<file path="config.mk">
export PLATFORM = sky130hd
export DESIGN_NAME = pid_gain_coordinate_descent_tuner
export DESIGN_NICKNAME = d
export VERILOG_FILES = /design/src/hdl/pgcdt_pkg.sv /design/src/hdl/pgcdt_mul.sv /design/src/hdl/pid_gain_coordinate_descent_tuner.sv
export SDC_FILE = /design/constraint.sdc
export NUM_CORES = 2
export LEC_CHECK = 0
export ABC_AREA = 0
export BUFFER_PORTS_ARGS = -buffer_cell sky130_fd_sc_hd__buf_2
export CORE_ASPECT_RATIO = 1.5
export CORE_MARGIN = 4
export CORE_UTILIZATION = 50
export CTS_BUF_LIST = sky130_fd_sc_hd__clkbuf_4 sky130_fd_sc_hd__clkbuf_8
export DETAILED_ROUTE_END_ITERATION = 16
export GPL_ROUTABILITY_DRIVEN = 0
export GPL_TIMING_DRIVEN = 1
export PLACE_DENSITY_LB_ADDON = 0.05
export SLEW_MARGIN = 15
export SYNTH_ARGS = -nofsm -noshare
export SYNTH_HDL_FRONTEND = slang
export SYNTH_HIERARCHICAL = 1
export SYNTH_SLANG_ARGS = --single-unit
</file>
<file path="constraint.sdc">
create_clock -name clk -period 11.01 [get_ports clk]
set_input_delay 1.101 -clock clk [delete_from_list [all_inputs] [get_ports clk]]
set_output_delay 1.101 -clock clk [all_outputs]
set_load 0.02 [all_outputs]
</file>
<file path="src/hdl/pgcdt_pkg.sv">
// Package for the PID gain coordinate descent tuner.
// Holds opcodes, phase codes, config indexes, defaults and small helpers.
// No dependencies.
package pgcdt_pkg;

  localparam int GW = 24;
  localparam int MUL_AW = 32;
  localparam int MUL_BW = 20;
  localparam int MUL_PW = MUL_AW + MUL_BW;

  // ceil(2^21 / 3): floor(x * DIV3_RECIP / 2^21) equals floor(x / 3) for 20-bit x.
  localparam logic [MUL_BW-1:0] DIV3_RECIP = 20'd699051;
  localparam int DIV3_SHIFT = 21;

  localparam logic [16:0] LOST_LIMIT = 17'd16384;
  localparam logic [16:0] ONE_Q16 = 17'd65536;

  localparam logic [GW-1:0] KP_MIN_D = 24'd0;
  localparam logic [GW-1:0] KP_MAX_D = 24'hFFFFFF;
  localparam logic [GW-1:0] KI_MIN_D = 24'd0;
  localparam logic [GW-1:0] KI_MAX_D = 24'hFFFFFF;
  localparam logic [GW-1:0] KD_MIN_D = 24'd0;
  localparam logic [GW-1:0] KD_MAX_D = 24'hFFFFFF;

  typedef enum logic [2:0] {
    OP_ENABLE  = 3'd0,
    OP_DISABLE = 3'd1,
    OP_RESET   = 3'd2,
    OP_SAMPLE  = 3'd3,
    OP_TICK    = 3'd4,
    OP_RESTORE = 3'd5
  } opcode_t;

  typedef enum logic [2:0] {
    PH_DIS  = 3'd0,
    PH_IDLE = 3'd1,
    PH_COLL = 3'd2,
    PH_EVAL = 3'd3,
    PH_TEST = 3'd4,
    PH_AR   = 3'd5
  } phase_t;

  typedef enum logic [1:0] {
    FAIL_NONE    = 2'd0,
    FAIL_TIMEOUT = 2'd1,
    FAIL_LINE    = 2'd2,
    FAIL_WINDOW  = 2'd3
  } fail_t;

  typedef enum logic [2:0] {
    CFG_KP_STEP  = 3'd0,
    CFG_KI_STEP  = 3'd1,
    CFG_KD_STEP  = 3'd2,
    CFG_MIN_IMP  = 3'd3,
    CFG_WINDOW   = 3'd4,
    CFG_TIMEOUT  = 3'd5,
    CFG_LINELOSS = 3'd6
  } cfg_idx_t;

  // Clamp to [lo, hi]; the upper bound wins when lo > hi.
  function automatic logic [GW-1:0] clamp_gain(input logic [GW-1:0] v,
                                               input logic [GW-1:0] lo,
                                               input logic [GW-1:0] hi);
    logic [GW-1:0] t;
    t = (v < lo) ? lo : v;
    return (t > hi) ? hi : t;
  endfunction

endpackage

</file>
<file path="src/hdl/pgcdt_mul.sv">
// Shared multiplier of the tuner, with a registered product.
// Depends on nothing but its parameters.
module pgcdt_mul #(
  parameter int AW = 32,
  parameter int BW = 20
) (
  input  logic             clk,
  input  logic [AW-1:0]    a,
  input  logic [BW-1:0]    b,
  output logic [AW+BW-1:0] p
);

  logic [AW+BW-1:0] p_r;

  always_ff @(posedge clk) begin
    p_r <= {{BW{1'b0}}, a} * {{AW{1'b0}}, b};
  end

  assign p = p_r;

endmodule

</file>
<file path="src/hdl/pid_gain_coordinate_descent_tuner.sv">
// PID gain coordinate descent tuner, top level.
// Uses pgcdt_pkg and the shared multiplier pgcdt_mul.
//
// Each request carries one opcode: enable, disable, reset, fast sample, supervisor tick or
// restore good gains. Each request yields exactly one result that reports the gains live on
// the controller, whether they were written by this request, the phase, the failure code and
// the number of completed coordinate rounds. Requests are handled one at a time by a small
// sequencer around a single 32x20 multiplier that is shared by the objective (omega_rms/3 by
// reciprocal), the gain perturbation and the improvement test. Simple opcodes go from
// acceptance straight to the result. A tick checks the timers and the window; a tick that
// evaluates a baseline window, or that accepts or rejects a candidate, then runs the
// proposal loop (multiply, check, advance for each attempt) until a perturbation moves a
// gain or all six perturbations clamp back to the current gains. A receiver that holds off
// a waiting result stalls the sequencer in S_DONE. The result sits in an output register,
// so the next request is taken while a result still waits. Configuration writes are
// always accepted and are meant for idle periods.
module pid_gain_coordinate_descent_tuner #(
  parameter logic [23:0] KP_MIN = pgcdt_pkg::KP_MIN_D,
  parameter logic [23:0] KP_MAX = pgcdt_pkg::KP_MAX_D,
  parameter logic [23:0] KI_MIN = pgcdt_pkg::KI_MIN_D,
  parameter logic [23:0] KI_MAX = pgcdt_pkg::KI_MAX_D,
  parameter logic [23:0] KD_MIN = pgcdt_pkg::KD_MIN_D,
  parameter logic [23:0] KD_MAX = pgcdt_pkg::KD_MAX_D
) (
  input  logic        clk,
  input  logic        rst_n,
  input  logic        in_valid,
  output logic        in_ready,
  input  logic [2:0]  in_opcode,
  input  logic [31:0] in_now_us,
  input  logic [23:0] in_start_kp,
  input  logic [23:0] in_start_ki,
  input  logic [23:0] in_start_kd,
  input  logic        in_line_valid,
  input  logic [15:0] in_sample_count,
  input  logic [17:0] in_mean_square_error,
  input  logic [19:0] in_omega_rms,
  input  logic [17:0] in_peak_to_peak,
  input  logic [16:0] in_lost_fraction,
  output logic        out_valid,
  input  logic        out_ready,
  output logic [23:0] out_gain_kp,
  output logic [23:0] out_gain_ki,
  output logic [23:0] out_gain_kd,
  output logic        out_gains_written,
  output logic [2:0]  out_phase,
  output logic [1:0]  out_fail_code,
  output logic [15:0] out_rounds_done,
  input  logic        cfg_valid,
  output logic        cfg_ready,
  input  logic [2:0]  cfg_index,
  input  logic [31:0] cfg_data
);

  localparam int GW = pgcdt_pkg::GW;
  localparam int PW = pgcdt_pkg::MUL_PW;

  typedef enum logic [3:0] {
    S_IDLE, S_EXEC, S_T1, S_T2, S_T3, S_OBJ_MUL, S_OBJ_SUM,
    S_P_MUL, S_P_CHK, S_ADV, S_AR_MUL, S_AR_CMP, S_DONE
  } state_t;

  state_t state_r;

  // Configuration registers.
  logic [15:0] step_r [3];
  logic [15:0] min_imp_r;
  logic [31:0] window_r, timeout_r, lineloss_r;

  // Latched request.
  logic [2:0]  op_r;
  logic [31:0] now_r;
  logic [GW-1:0] start_r [3];
  logic        line_r;
  logic [15:0] samples_r;
  logic [17:0] mse_r, p2p_r;
  logic [19:0] omega_r;
  logic [16:0] lost_r;

  // Tuner state.
  pgcdt_pkg::phase_t phase_r;
  pgcdt_pkg::fail_t  fail_r;
  logic        cand_flag_r, dir_neg_r, round_imp_r, wrote_r;
  logic [1:0]  coord_r;
  logic [15:0] rounds_r;
  logic [31:0] win_start_r, en_time_r, seen_r, base_r, cand_score_r;
  logic [GW-1:0] baseline_r [3];
  logic [GW-1:0] good_r [3];
  logic [GW-1:0] cur_r [3];
  logic [GW-1:0] cgain_r [3];
  logic [GW-1:0] live_r [3];

  // Sequencer scratch.
  logic [2:0]  att_r;
  logic        adv_last_r, prop_ar_r, gt_r;
  logic [31:0] diff_r;

  // Output register.
  logic        out_valid_r;
  logic [GW-1:0] out_g_r [3];
  logic        out_wr_r;
  logic [2:0]  out_ph_r;
  logic [1:0]  out_fail_r;
  logic [15:0] out_rounds_r;

  // Shared multiplier.
  logic [pgcdt_pkg::MUL_AW-1:0] mul_a;
  logic [pgcdt_pkg::MUL_BW-1:0] mul_b;
  logic [PW-1:0]                mul_p;

  logic [GW-1:0] gmin [3];
  logic [GW-1:0] gmax [3];
  assign gmin[0] = KP_MIN; assign gmin[1] = KI_MIN; assign gmin[2] = KD_MIN;
  assign gmax[0] = KP_MAX; assign gmax[1] = KI_MAX; assign gmax[2] = KD_MAX;

  logic [16:0] factor;
  logic [31:0] ref_score;
  logic [GW-1:0] pert_sat;
  logic [GW-1:0] cand_c [3];
  logic        differs;
  logic [31:0] obj;

  always_comb begin
    factor = dir_neg_r ? (pgcdt_pkg::ONE_Q16 - {1'b0, step_r[coord_r]})
                       : (pgcdt_pkg::ONE_Q16 + {1'b0, step_r[coord_r]});
  end

  assign ref_score = (base_r != 32'd0) ? base_r : {15'd0, pgcdt_pkg::ONE_Q16};

  always_comb begin
    unique case (state_r)
      S_OBJ_MUL: begin
        mul_a = {12'd0, omega_r};
        mul_b = pgcdt_pkg::DIV3_RECIP;
      end
      S_AR_MUL: begin
        mul_a = ref_score;
        mul_b = {4'd0, min_imp_r};
      end
      default: begin
        mul_a = {8'd0, cur_r[coord_r]};
        mul_b = {3'd0, factor};
      end
    endcase
  end

  pgcdt_mul #(
    .AW(pgcdt_pkg::MUL_AW),
    .BW(pgcdt_pkg::MUL_BW)
  ) u_mul (
    .clk(clk),
    .a  (mul_a),
    .b  (mul_b),
    .p  (mul_p)
  );

  // Perturbed gain, saturated, then all three gains clamped to their bounds.
  always_comb begin
    pert_sat = (mul_p[PW-1:40] != '0) ? {GW{1'b1}} : mul_p[39:16];
    differs = 1'b0;
    for (int i = 0; i < 3; i++) begin
      cand_c[i] = pgcdt_pkg::clamp_gain((coord_r == 2'(i)) ? pert_sat : cur_r[i],
                                        gmin[i], gmax[i]);
      if (cand_c[i] != cur_r[i]) differs = 1'b1;
    end
  end

  // The sum cannot exceed 32 bits for these field widths.
  assign obj = {14'd0, mse_r} + {12'd0, mul_p[pgcdt_pkg::DIV3_SHIFT +: 20]}
             + {15'd0, p2p_r[17:1]} + {15'd0, lost_r};

  assign in_ready  = (state_r == S_IDLE);
  assign cfg_ready = 1'b1;

  always_ff @(posedge clk) begin
    if (!rst_n) begin
      state_r     <= S_IDLE;
      step_r[0]   <= 16'd6554;
      step_r[1]   <= 16'd6554;
      step_r[2]   <= 16'd6554;
      min_imp_r   <= 16'd3277;
      window_r    <= 32'd5000000;
      timeout_r   <= 32'd300000000;
      lineloss_r  <= 32'd2000000;
      phase_r     <= pgcdt_pkg::PH_DIS;
      fail_r      <= pgcdt_pkg::FAIL_NONE;
      cand_flag_r <= 1'b0;
      dir_neg_r   <= 1'b0;
      round_imp_r <= 1'b0;
      wrote_r     <= 1'b0;
      coord_r     <= 2'd0;
      rounds_r    <= 16'd0;
      win_start_r <= 32'd0;
      en_time_r   <= 32'd0;
      seen_r      <= 32'd0;
      base_r      <= 32'd0;
      cand_score_r <= 32'd0;
      for (int i = 0; i < 3; i++) begin
        baseline_r[i] <= '0;
        good_r[i]     <= '0;
        cur_r[i]      <= '0;
        cgain_r[i]    <= '0;
        live_r[i]     <= '0;
      end
      att_r       <= 3'd0;
      adv_last_r  <= 1'b0;
      prop_ar_r   <= 1'b0;
      out_valid_r <= 1'b0;
    end else begin
      if (cfg_valid) begin
        unique case (cfg_index)
          pgcdt_pkg::CFG_KP_STEP:  step_r[0]  <= cfg_data[15:0];
          pgcdt_pkg::CFG_KI_STEP:  step_r[1]  <= cfg_data[15:0];
          pgcdt_pkg::CFG_KD_STEP:  step_r[2]  <= cfg_data[15:0];
          pgcdt_pkg::CFG_MIN_IMP:  min_imp_r  <= cfg_data[15:0];
          pgcdt_pkg::CFG_WINDOW:   window_r   <= cfg_data;
          pgcdt_pkg::CFG_TIMEOUT:  timeout_r  <= cfg_data;
          pgcdt_pkg::CFG_LINELOSS: lineloss_r <= cfg_data;
          default: ;
        endcase
      end

      // In S_DONE the output register is refilled instead.
      if (out_valid_r && out_ready && state_r != S_DONE) out_valid_r <= 1'b0;

      unique case (state_r)
        S_IDLE: begin
          if (in_valid) begin
            op_r       <= in_opcode;
            now_r      <= in_now_us;
            start_r[0] <= in_start_kp;
            start_r[1] <= in_start_ki;
            start_r[2] <= in_start_kd;
            line_r     <= in_line_valid;
            samples_r  <= in_sample_count;
            mse_r      <= in_mean_square_error;
            omega_r    <= in_omega_rms;
            p2p_r      <= in_peak_to_peak;
            lost_r     <= in_lost_fraction;
            wrote_r    <= 1'b0;
            state_r    <= S_EXEC;
          end
        end
        S_EXEC: begin
          state_r <= S_DONE;
          priority case (op_r)
            pgcdt_pkg::OP_ENABLE: begin
              if (phase_r == pgcdt_pkg::PH_DIS) begin
                for (int i = 0; i < 3; i++) begin
                  baseline_r[i] <= start_r[i];
                  good_r[i]     <= start_r[i];
                  cur_r[i]      <= start_r[i];
                  cgain_r[i]    <= start_r[i];
                  live_r[i]     <= start_r[i];
                end
                coord_r     <= 2'd0;
                dir_neg_r   <= 1'b0;
                rounds_r    <= 16'd0;
                round_imp_r <= 1'b0;
                cand_flag_r <= 1'b0;
                fail_r      <= pgcdt_pkg::FAIL_NONE;
                en_time_r   <= now_r;
                seen_r      <= now_r;
                win_start_r <= now_r;
                phase_r     <= pgcdt_pkg::PH_COLL;
              end
            end
            pgcdt_pkg::OP_DISABLE, pgcdt_pkg::OP_RESET, pgcdt_pkg::OP_RESTORE: begin
              for (int i = 0; i < 3; i++) begin
                cur_r[i]  <= good_r[i];
                live_r[i] <= good_r[i];
              end
              wrote_r <= 1'b1;
              if (op_r != pgcdt_pkg::OP_RESTORE) phase_r <= pgcdt_pkg::PH_DIS;
              if (op_r == pgcdt_pkg::OP_RESET) begin
                for (int i = 0; i < 3; i++) good_r[i] <= baseline_r[i];
                base_r       <= 32'd0;
                cand_score_r <= 32'd0;
                rounds_r     <= 16'd0;
              end
            end
            pgcdt_pkg::OP_SAMPLE: begin
              if ((phase_r == pgcdt_pkg::PH_COLL || phase_r == pgcdt_pkg::PH_TEST) && line_r)
                seen_r <= now_r;
            end
            pgcdt_pkg::OP_TICK: begin
              if (phase_r != pgcdt_pkg::PH_DIS) state_r <= S_T1;
            end
            default: ;
          endcase
        end
        S_T1: begin
          if ((now_r - en_time_r) > timeout_r) begin
            for (int i = 0; i < 3; i++) begin
              cur_r[i]  <= good_r[i];
              live_r[i] <= good_r[i];
            end
            wrote_r <= 1'b1;
            phase_r <= pgcdt_pkg::PH_DIS;
            fail_r  <= pgcdt_pkg::FAIL_TIMEOUT;
            state_r <= S_DONE;
          end else begin
            state_r <= S_T2;
          end
        end
        S_T2: begin
          if ((now_r - seen_r) > lineloss_r) begin
            for (int i = 0; i < 3; i++) begin
              cur_r[i]  <= good_r[i];
              live_r[i] <= good_r[i];
            end
            wrote_r <= 1'b1;
            phase_r <= pgcdt_pkg::PH_DIS;
            fail_r  <= pgcdt_pkg::FAIL_LINE;
            state_r <= S_DONE;
          end else begin
            state_r <= S_T3;
          end
        end
        S_T3: begin
          state_r <= S_DONE;
          priority case (phase_r)
            pgcdt_pkg::PH_IDLE: begin
              cand_flag_r <= 1'b0;
              phase_r     <= pgcdt_pkg::PH_COLL;
              win_start_r <= now_r;
            end
            pgcdt_pkg::PH_COLL, pgcdt_pkg::PH_TEST: begin
              if ((now_r - win_start_r) >= window_r) phase_r <= pgcdt_pkg::PH_EVAL;
            end
            pgcdt_pkg::PH_EVAL: begin
              if (samples_r == 16'd0 || lost_r >= pgcdt_pkg::LOST_LIMIT) begin
                for (int i = 0; i < 3; i++) begin
                  cur_r[i]  <= good_r[i];
                  live_r[i] <= good_r[i];
                end
                wrote_r <= 1'b1;
                phase_r <= pgcdt_pkg::PH_DIS;
                fail_r  <= pgcdt_pkg::FAIL_WINDOW;
              end else begin
                state_r <= S_OBJ_MUL;
              end
            end
            pgcdt_pkg::PH_AR: state_r <= S_AR_MUL;
            default: ;
          endcase
        end
        S_OBJ_MUL: state_r <= S_OBJ_SUM;
        S_OBJ_SUM: begin
          if (!cand_flag_r) begin
            base_r    <= obj;
            att_r     <= 3'd0;
            prop_ar_r <= 1'b0;
            state_r   <= S_P_MUL;
          end else begin
            cand_score_r <= obj;
            phase_r      <= pgcdt_pkg::PH_AR;
            state_r      <= S_DONE;
          end
        end
        S_P_MUL: state_r <= S_P_CHK;
        S_P_CHK: begin
          if (differs) begin
            for (int i = 0; i < 3; i++) begin
              cgain_r[i] <= cand_c[i];
              live_r[i]  <= cand_c[i];
            end
            wrote_r     <= 1'b1;
            cand_flag_r <= 1'b1;
            phase_r     <= pgcdt_pkg::PH_TEST;
            win_start_r <= now_r;
            state_r     <= S_DONE;
          end else begin
            adv_last_r <= (att_r == 3'd5);
            att_r      <= att_r + 3'd1;
            state_r    <= S_ADV;
          end
        end
        S_ADV: begin
          // Step to the next direction, then to the next coordinate.
          if (!dir_neg_r) begin
            dir_neg_r <= 1'b1;
          end else begin
            dir_neg_r <= 1'b0;
            coord_r   <= (coord_r >= 2'd2) ? 2'd0 : coord_r + 2'd1;
            if (coord_r >= 2'd2) begin
              if (rounds_r != 16'hFFFF) rounds_r <= rounds_r + 16'd1;
              if (round_imp_r) begin
                for (int i = 0; i < 3; i++) good_r[i] <= cur_r[i];
              end
              round_imp_r <= 1'b0;
            end
          end
          if (adv_last_r) begin
            // Every perturbation clamped back: the search is exhausted.
            if (prop_ar_r) begin
              for (int i = 0; i < 3; i++) live_r[i] <= cur_r[i];
              wrote_r <= 1'b1;
            end
            phase_r <= pgcdt_pkg::PH_IDLE;
            state_r <= S_DONE;
          end else begin
            state_r <= S_P_MUL;
          end
        end
        S_AR_MUL: begin
          diff_r  <= base_r - cand_score_r;
          gt_r    <= (base_r > cand_score_r);
          state_r <= S_AR_CMP;
        end
        S_AR_CMP: begin
          if (gt_r && ({4'd0, diff_r, 16'd0} > mul_p)) begin
            for (int i = 0; i < 3; i++) cur_r[i] <= cgain_r[i];
            base_r      <= cand_score_r;
            round_imp_r <= 1'b1;
          end
          att_r      <= 3'd0;
          adv_last_r <= 1'b0;
          prop_ar_r  <= 1'b1;
          state_r    <= S_ADV;
        end
        S_DONE: begin
          if (!out_valid_r || out_ready) begin
            for (int i = 0; i < 3; i++) out_g_r[i] <= live_r[i];
            out_wr_r     <= wrote_r;
            out_ph_r     <= phase_r;
            out_fail_r   <= fail_r;
            out_rounds_r <= rounds_r;
            out_valid_r  <= 1'b1;
            state_r      <= S_IDLE;
          end
        end
        default: state_r <= S_IDLE;
      endcase
    end
  end

  assign out_valid         = out_valid_r;
  assign out_gain_kp       = out_g_r[0];
  assign out_gain_ki       = out_g_r[1];
  assign out_gain_kd       = out_g_r[2];
  assign out_gains_written = out_wr_r;
  assign out_phase         = out_ph_r;
  assign out_fail_code     = out_fail_r;
  assign out_rounds_done   = out_rounds_r;

  // A request is never taken while the previous one is still in progress.
  a_one_at_a_time: assert property (@(posedge clk) disable iff (!rst_n)
    (in_valid && in_ready) |=> !in_ready)
    else $error("request accepted while previous one still in progress");

  // The coordinate select never leaves the three gains.
  a_coord_range: assert property (@(posedge clk) disable iff (!rst_n)
    coord_r != 2'd3)
    else $error("coordinate select out of range");

  // A failure always leaves the tuner disabled.
  a_fail_disables: assert property (@(posedge clk) disable iff (!rst_n)
    (state_r == S_DONE && fail_r != $past(fail_r) && fail_r != pgcdt_pkg::FAIL_NONE)
      |-> (phase_r == pgcdt_pkg::PH_DIS))
    else $error("failure without disable");

endmodule
</file>
* Yosys cells after proc, flatten, opt, wreduce, memory -nomap -nowiden *
Memory sizes are Yosys's and may differ from the RTL's. A register that Yosys moved wholly into a read port is not among the register bits.
Cells that the tools add are included.

word-level totals
  memories kept = 8
  input port bits = 237
  word-level logic and storage cells = 485
  output and inout port bits = 97
  bits in registers = 541
  bits in writable memories = 552

cells by class
  add/sub/neg operators = 12
  muxes and demuxes = 233
  order comparisons = 13
  equal/unequal tests = 67
  reduce and logical (&&, ||, !) cells = 54
  multiply operators = 1
  bitwise gates (word level) = 60

memories
  name         words  bits a word  rd ports  clocked after Yosys merged registers in  wr ports  RTL line                                  RTL
  baseline_r   3      24           3         0                                        3         pid_gain_coordinate_descent_tuner.sv:87   logic [GW-1:0] baseline_r [3];
  cgain_r      3      24           3         0                                        3         pid_gain_coordinate_descent_tuner.sv:90   logic [GW-1:0] cgain_r [3];
  cur_r        3      24           4         1                                        3         pid_gain_coordinate_descent_tuner.sv:89   logic [GW-1:0] cur_r [3];
  good_r       3      24           3         0                                        3         pid_gain_coordinate_descent_tuner.sv:88   logic [GW-1:0] good_r [3];
  live_r       3      24           3         0                                        3         pid_gain_coordinate_descent_tuner.sv:91   logic [GW-1:0] live_r [3];
  out_g_r      3      24           3         0                                        3         pid_gain_coordinate_descent_tuner.sv:100  logic [GW-1:0] out_g_r [3];
  +2 memories  --     --           --        --                                       --        --

operators by type and width
  kind                                                    count
  2-to-1 mux 24 bit                                       67
  2-to-1 mux 32 bit                                       11
  one-hot mux 32 bit (2 select lines)                     3
  one-hot mux 32 bit (3 select lines)                     2
  2-to-1 mux 16 bit                                       8
  subtractor 32 bit                                       4
  greater-than comparator 32 bit                          3
  2-to-1 mux 1 bit                                        91
  greater-than comparator 24 bit (second input constant)  3
  < comparator 24 x 1 -> 1 bit (second input constant)    3
  inequality test 24 bit                                  3
  one-hot mux 16 bit (2 select lines)                     2
  bitwise OR 1 bit                                        60
  greater-than comparator 48 x 52 -> 1 bit                1
  multiplier 32 x 20 -> 52 bit                            1
  one-hot mux 4 bit (13 select lines)                     1
  inequality test 2 bit (second input constant)           20
  one-hot mux 20 bit (2 select lines)                     1
  2-to-1 mux 3 bit                                        12
  2-to-1 mux 4 bit                                        9
  greater-or-equal comparator 32 bit                      1
  nonzero test 32 bit                                     1
  equality test 3 bit (second input constant)             8
  2-to-1 mux 2 bit                                        12
  56 further kinds                                        113

* Longest topological paths before layout *
  word-level depth = 17
  gate-level depth with buffers = 38
  gate-level depth less buffers = 34

* Cells and area by module *
Netlist, hierarchy kept.

modules (own cells, without submodules)
  module                             seq. area each (um^2)  area each (um^2)  cells each  instances
  pid_gain_coordinate_descent_tuner  27736.6                51693.3           4935        1
  pgcdt_mul                          1041.0                 21744.6           2435        1

* Worst setup path after synthesis *
OpenSTA, ideal clock, no wires.

  path kind = register -> register
  from = register state_r[0]
  to = memory live_r[0][0] (enable)
  path slack = 1.090 ns
  library setup time = 0.749 ns
  required time = 10.261 ns
  stages on the path, launching flop included = 5
  clock period less this slack = 9.920 ns
  arrival = 9.171 ns
  path buffers = 1
  path through = dfxtp_1 > clkbuf_1 > nor2b_1 > nand2_1 > o311ai_0

RTL lines
  item                      RTL line                                  RTL
  start: declaration        pid_gain_coordinate_descent_tuner.sv:63   state_t state_r;
  start signal: assignment  pid_gain_coordinate_descent_tuner.sv:177  state_r <= S_IDLE;
  start signal: assignment  pid_gain_coordinate_descent_tuner.sv:241  state_r <= S_EXEC;
  start signal: assignment  pid_gain_coordinate_descent_tuner.sv:245  state_r <= S_DONE;
  end: declaration          pid_gain_coordinate_descent_tuner.sv:91

==> flow_summary.json <==
{
  "required_ns": 11.77,
  "worstMarginPinSlew_ns": 1.20,
  "status": "finished clean",
  "synth_top_area_cell": "edfxtp_1",
  "synth-edff-count": 731,
  "period_minus_slack_ns": 10.50,
  "finalCritPeriodShare_pct": 95.4,
  "grt_use_total_pct": 31.1,
  "rsz0062_at_grt": "false",
  "drive_gt1_share_pct": 11.3,
  "r2r_slack_ns": 0.51,
  "finalHoldViolations": 0,
  "synth_seq_cells": 1072,
  "dpl.hpwl_um": 173000,
  "slew_viol_final": 0,
  "die_h_um": 477,
  "r2r_cells": 30,
  "synth_top_family_by_area": "adder cells",
  "ant_nets": 0,
  "areaGrowthSynthToFinish_pct": 10.3,
  "htree_levels": 4,
  "cp_common_cell": "fa_1",
  "min_to": "start_r[0][19]",
  "yosys.area_share.adder_pct": 23.0,
  "synth_async_sr_flop_share_pct": 0,
  "slew_headroom_pct": 19.3,
  "synth.cell_area_mm2": 0.0734,
  "core_mm2": 0.146,
  "synthCells": 7370,
  "postSynthAreaPerCell_um2": 9.96,
  "crit_family": "adder cells",
  "ys_warn_count": 6,
  "cpMaxStageDelayCell": "dfxtp_2",
  "fp.dieW_um": 321,
  "synth.area.top_cells": "edfxtp_1, fa_1, dfxtp_1, ha_1, nand2_1",
  "ios": 334,
  "wire_per_inst_um": 24.7,
  "drv_cap": 0,
  "clk_latency_ns": 0.95,
  "cts_resized": 0,
  "ys_seq_area_share_pct": 39.2,
  "crit_arrival_ns": 11.26,
  "route.detailed.drc": 0,
  "grt_start_max_net_pins": 150,
  "cts_buffers": 167,
  "path_clk_slew_ns": 0.06,
  "grt_pass1_wl_um": 356000,
  "cts_buffer_depth": 3,
  "vias": 56600,
  "synth_compound_area_share_pct": 13.5,
  "synth-xor-area-share_pct": 2.22,
  "avgViaCountPerCell": 5.82,
  "fin_skew_ns": 0.0905,
  "cp_max_fo": 18,
  "post-cts-setup-buffers": 0,
  "critPathLaunchType": "register",
  "grt-ovfl-total": 0,
  "setup_viol": 0,
  "die_area_mm2": 0.153,
  "worstHoldPathType": "input port to register",
  "cts_sinks": 1072,
  "grt_pass1_vias": 57200,
  "root_buffer": "clkbuf_8",
  "dr.pass1.iters": 8,
  "drt_iter0_drc": 4687,
  "crit_path_end_kind": "register",
  "hold_buffers": 0,
  "crit_type": "register to register",
  "antenna_found_initial": 36,
  "tritoncts": "yes",
  "synth_cell_types": 106,
  "finalSetupTns_ns": 0,
  "start_util_pct": 50.3,
  "worstReg2RegEnd": "u_mul/p[46]",
  "row_count": 172,
  "max_stage_delay_ns": 0.69,
  "nNetsFinal": 8891,
  "synth.area.mux_share_pct": 0.753,
  "whs_path_depth": 1,
  "synthTopCellsByCount": "nand2_1, inv_1, edfxtp_1",
  "synthFlopType": "edfxtp_1",
  "wirelength_um": 240000,
  "max_freq_mhz": 95.2,
  "critPathBufInv": 3,
  "io_buffers": 331,
  "synth.top_cell.area_share_pct": 29.9,
  "synth.most_common_cell": "nand2_1",
  "synth_simple_gate_area_share_pct": 14.8,
  "min_from": "in_start_kp[19]"
}
registers in the layout (all words and copies together) (netlist names), 48 cells and up, named ones only:
signal	flops
baseline_r	72
cgain_r	72
cur_r	72
good_r	72
live_r	72
out_g_r	72
start_r	72
step_r	48
u_mul/p	52
layout by cell type (no fill, tap or decap), types with 55 or more instances in the layout:
master	instances
o211ai_1	120
fa_1	574
nand2_1	1165
buf_4	129
nand3_1	115
edfxtp_1	731
and2_1	397
nor3_1	55
inv_1	863
clkbuf_8	180
dfxtp_1	339
xor2_1	67
clkbuf_4	61
a221o_1	75
a21oi_1	513
a21o_1	196
ha_1	431
o21ai_0	188
nor2_1	261
buf_2	330
xnor2_1	119
final cells by class:
class / count / area (µm²)
timing repair buffer: 463 / 2670
clock inverter: 69 / 638
sequential: 1072 / 28800
inverter: 865 / 3250
antenna: 22 / 55.1
tap: 1914 / 2390
clock buffer: 241 / 2940
fill: 13100 / 65100
multi-input combinational: 5080 / 40300
stage by stage:
stage	hold WS (ns)	utilization, %	cell area [µm²]	instances	setup slack [ns]
2_1_floorplan	0.400	-	73500	7390	1.09
3_3_place_gp	0.401	52.9	77300	9391	0.836
3_5_place_dp	0.405	52.9	77300	9391	0.700
4_1_cts	0.231	55.4	80900	9701	0.600
5_1_grt	0.281	55.4	81000	9717	0.0534
6_report	0.326	55.4	81000	9726	0.506
worst register-to-register path: cells and delay by family (launching register included):
family	cells	cell delay (ns)
mux	2	0.70
flops	1	0.69
compound gates	10	3.43
fa+ha+maj	8	4.13
xor+xnor	2	0.34
simple gates	5	0.91
buf+inv	3	0.15
layer usage:
| layer | vias up | part of all wire (%) | track usage, % |
|---|---|---|---|
| met2 | 2340 | 50 | 53.8 |
| li1 | 25600 | - | - |
| met1 | 27900 | 35 | 35.0 |
| met4 | 22 | 7.5 | 20.1 |
| met5 | - | 0.062 | 0 |
| met3 | 743 | 7.3 | 6.03 |
cells by family after synthesis:
family | count (synthesis)
and+or+nand+nor | 2301
AOI/OAI and AO/OA | 1511
buffers and inverters | 1238
DFF | 1072
adders and majority gates | 1005
xor gates and xnor gates | 186
muxes | 55
other | 2
how the worst max path moves through the flow:
stage                from            to  slack, ns  depth (start not counted)
2_1_floorplan  state_r[0]  live_r[0][0]       1.09                          4
5_1_grt          register   u_mul/p[46]       0.05                         30
6_report         register   u_mul/p[46]       0.51                         30
3_5_place_dp     register   u_mul/p[46]       0.70                         30
4_1_cts          register   u_mul/p[46]       0.60                         30
3_3_place_gp     register   u_mul/p[46]       0.84                         32
Power is left out: the tool's default activity adds up to more than one toggle a clock period on the data nets, which glitch-free logic cannot reach.
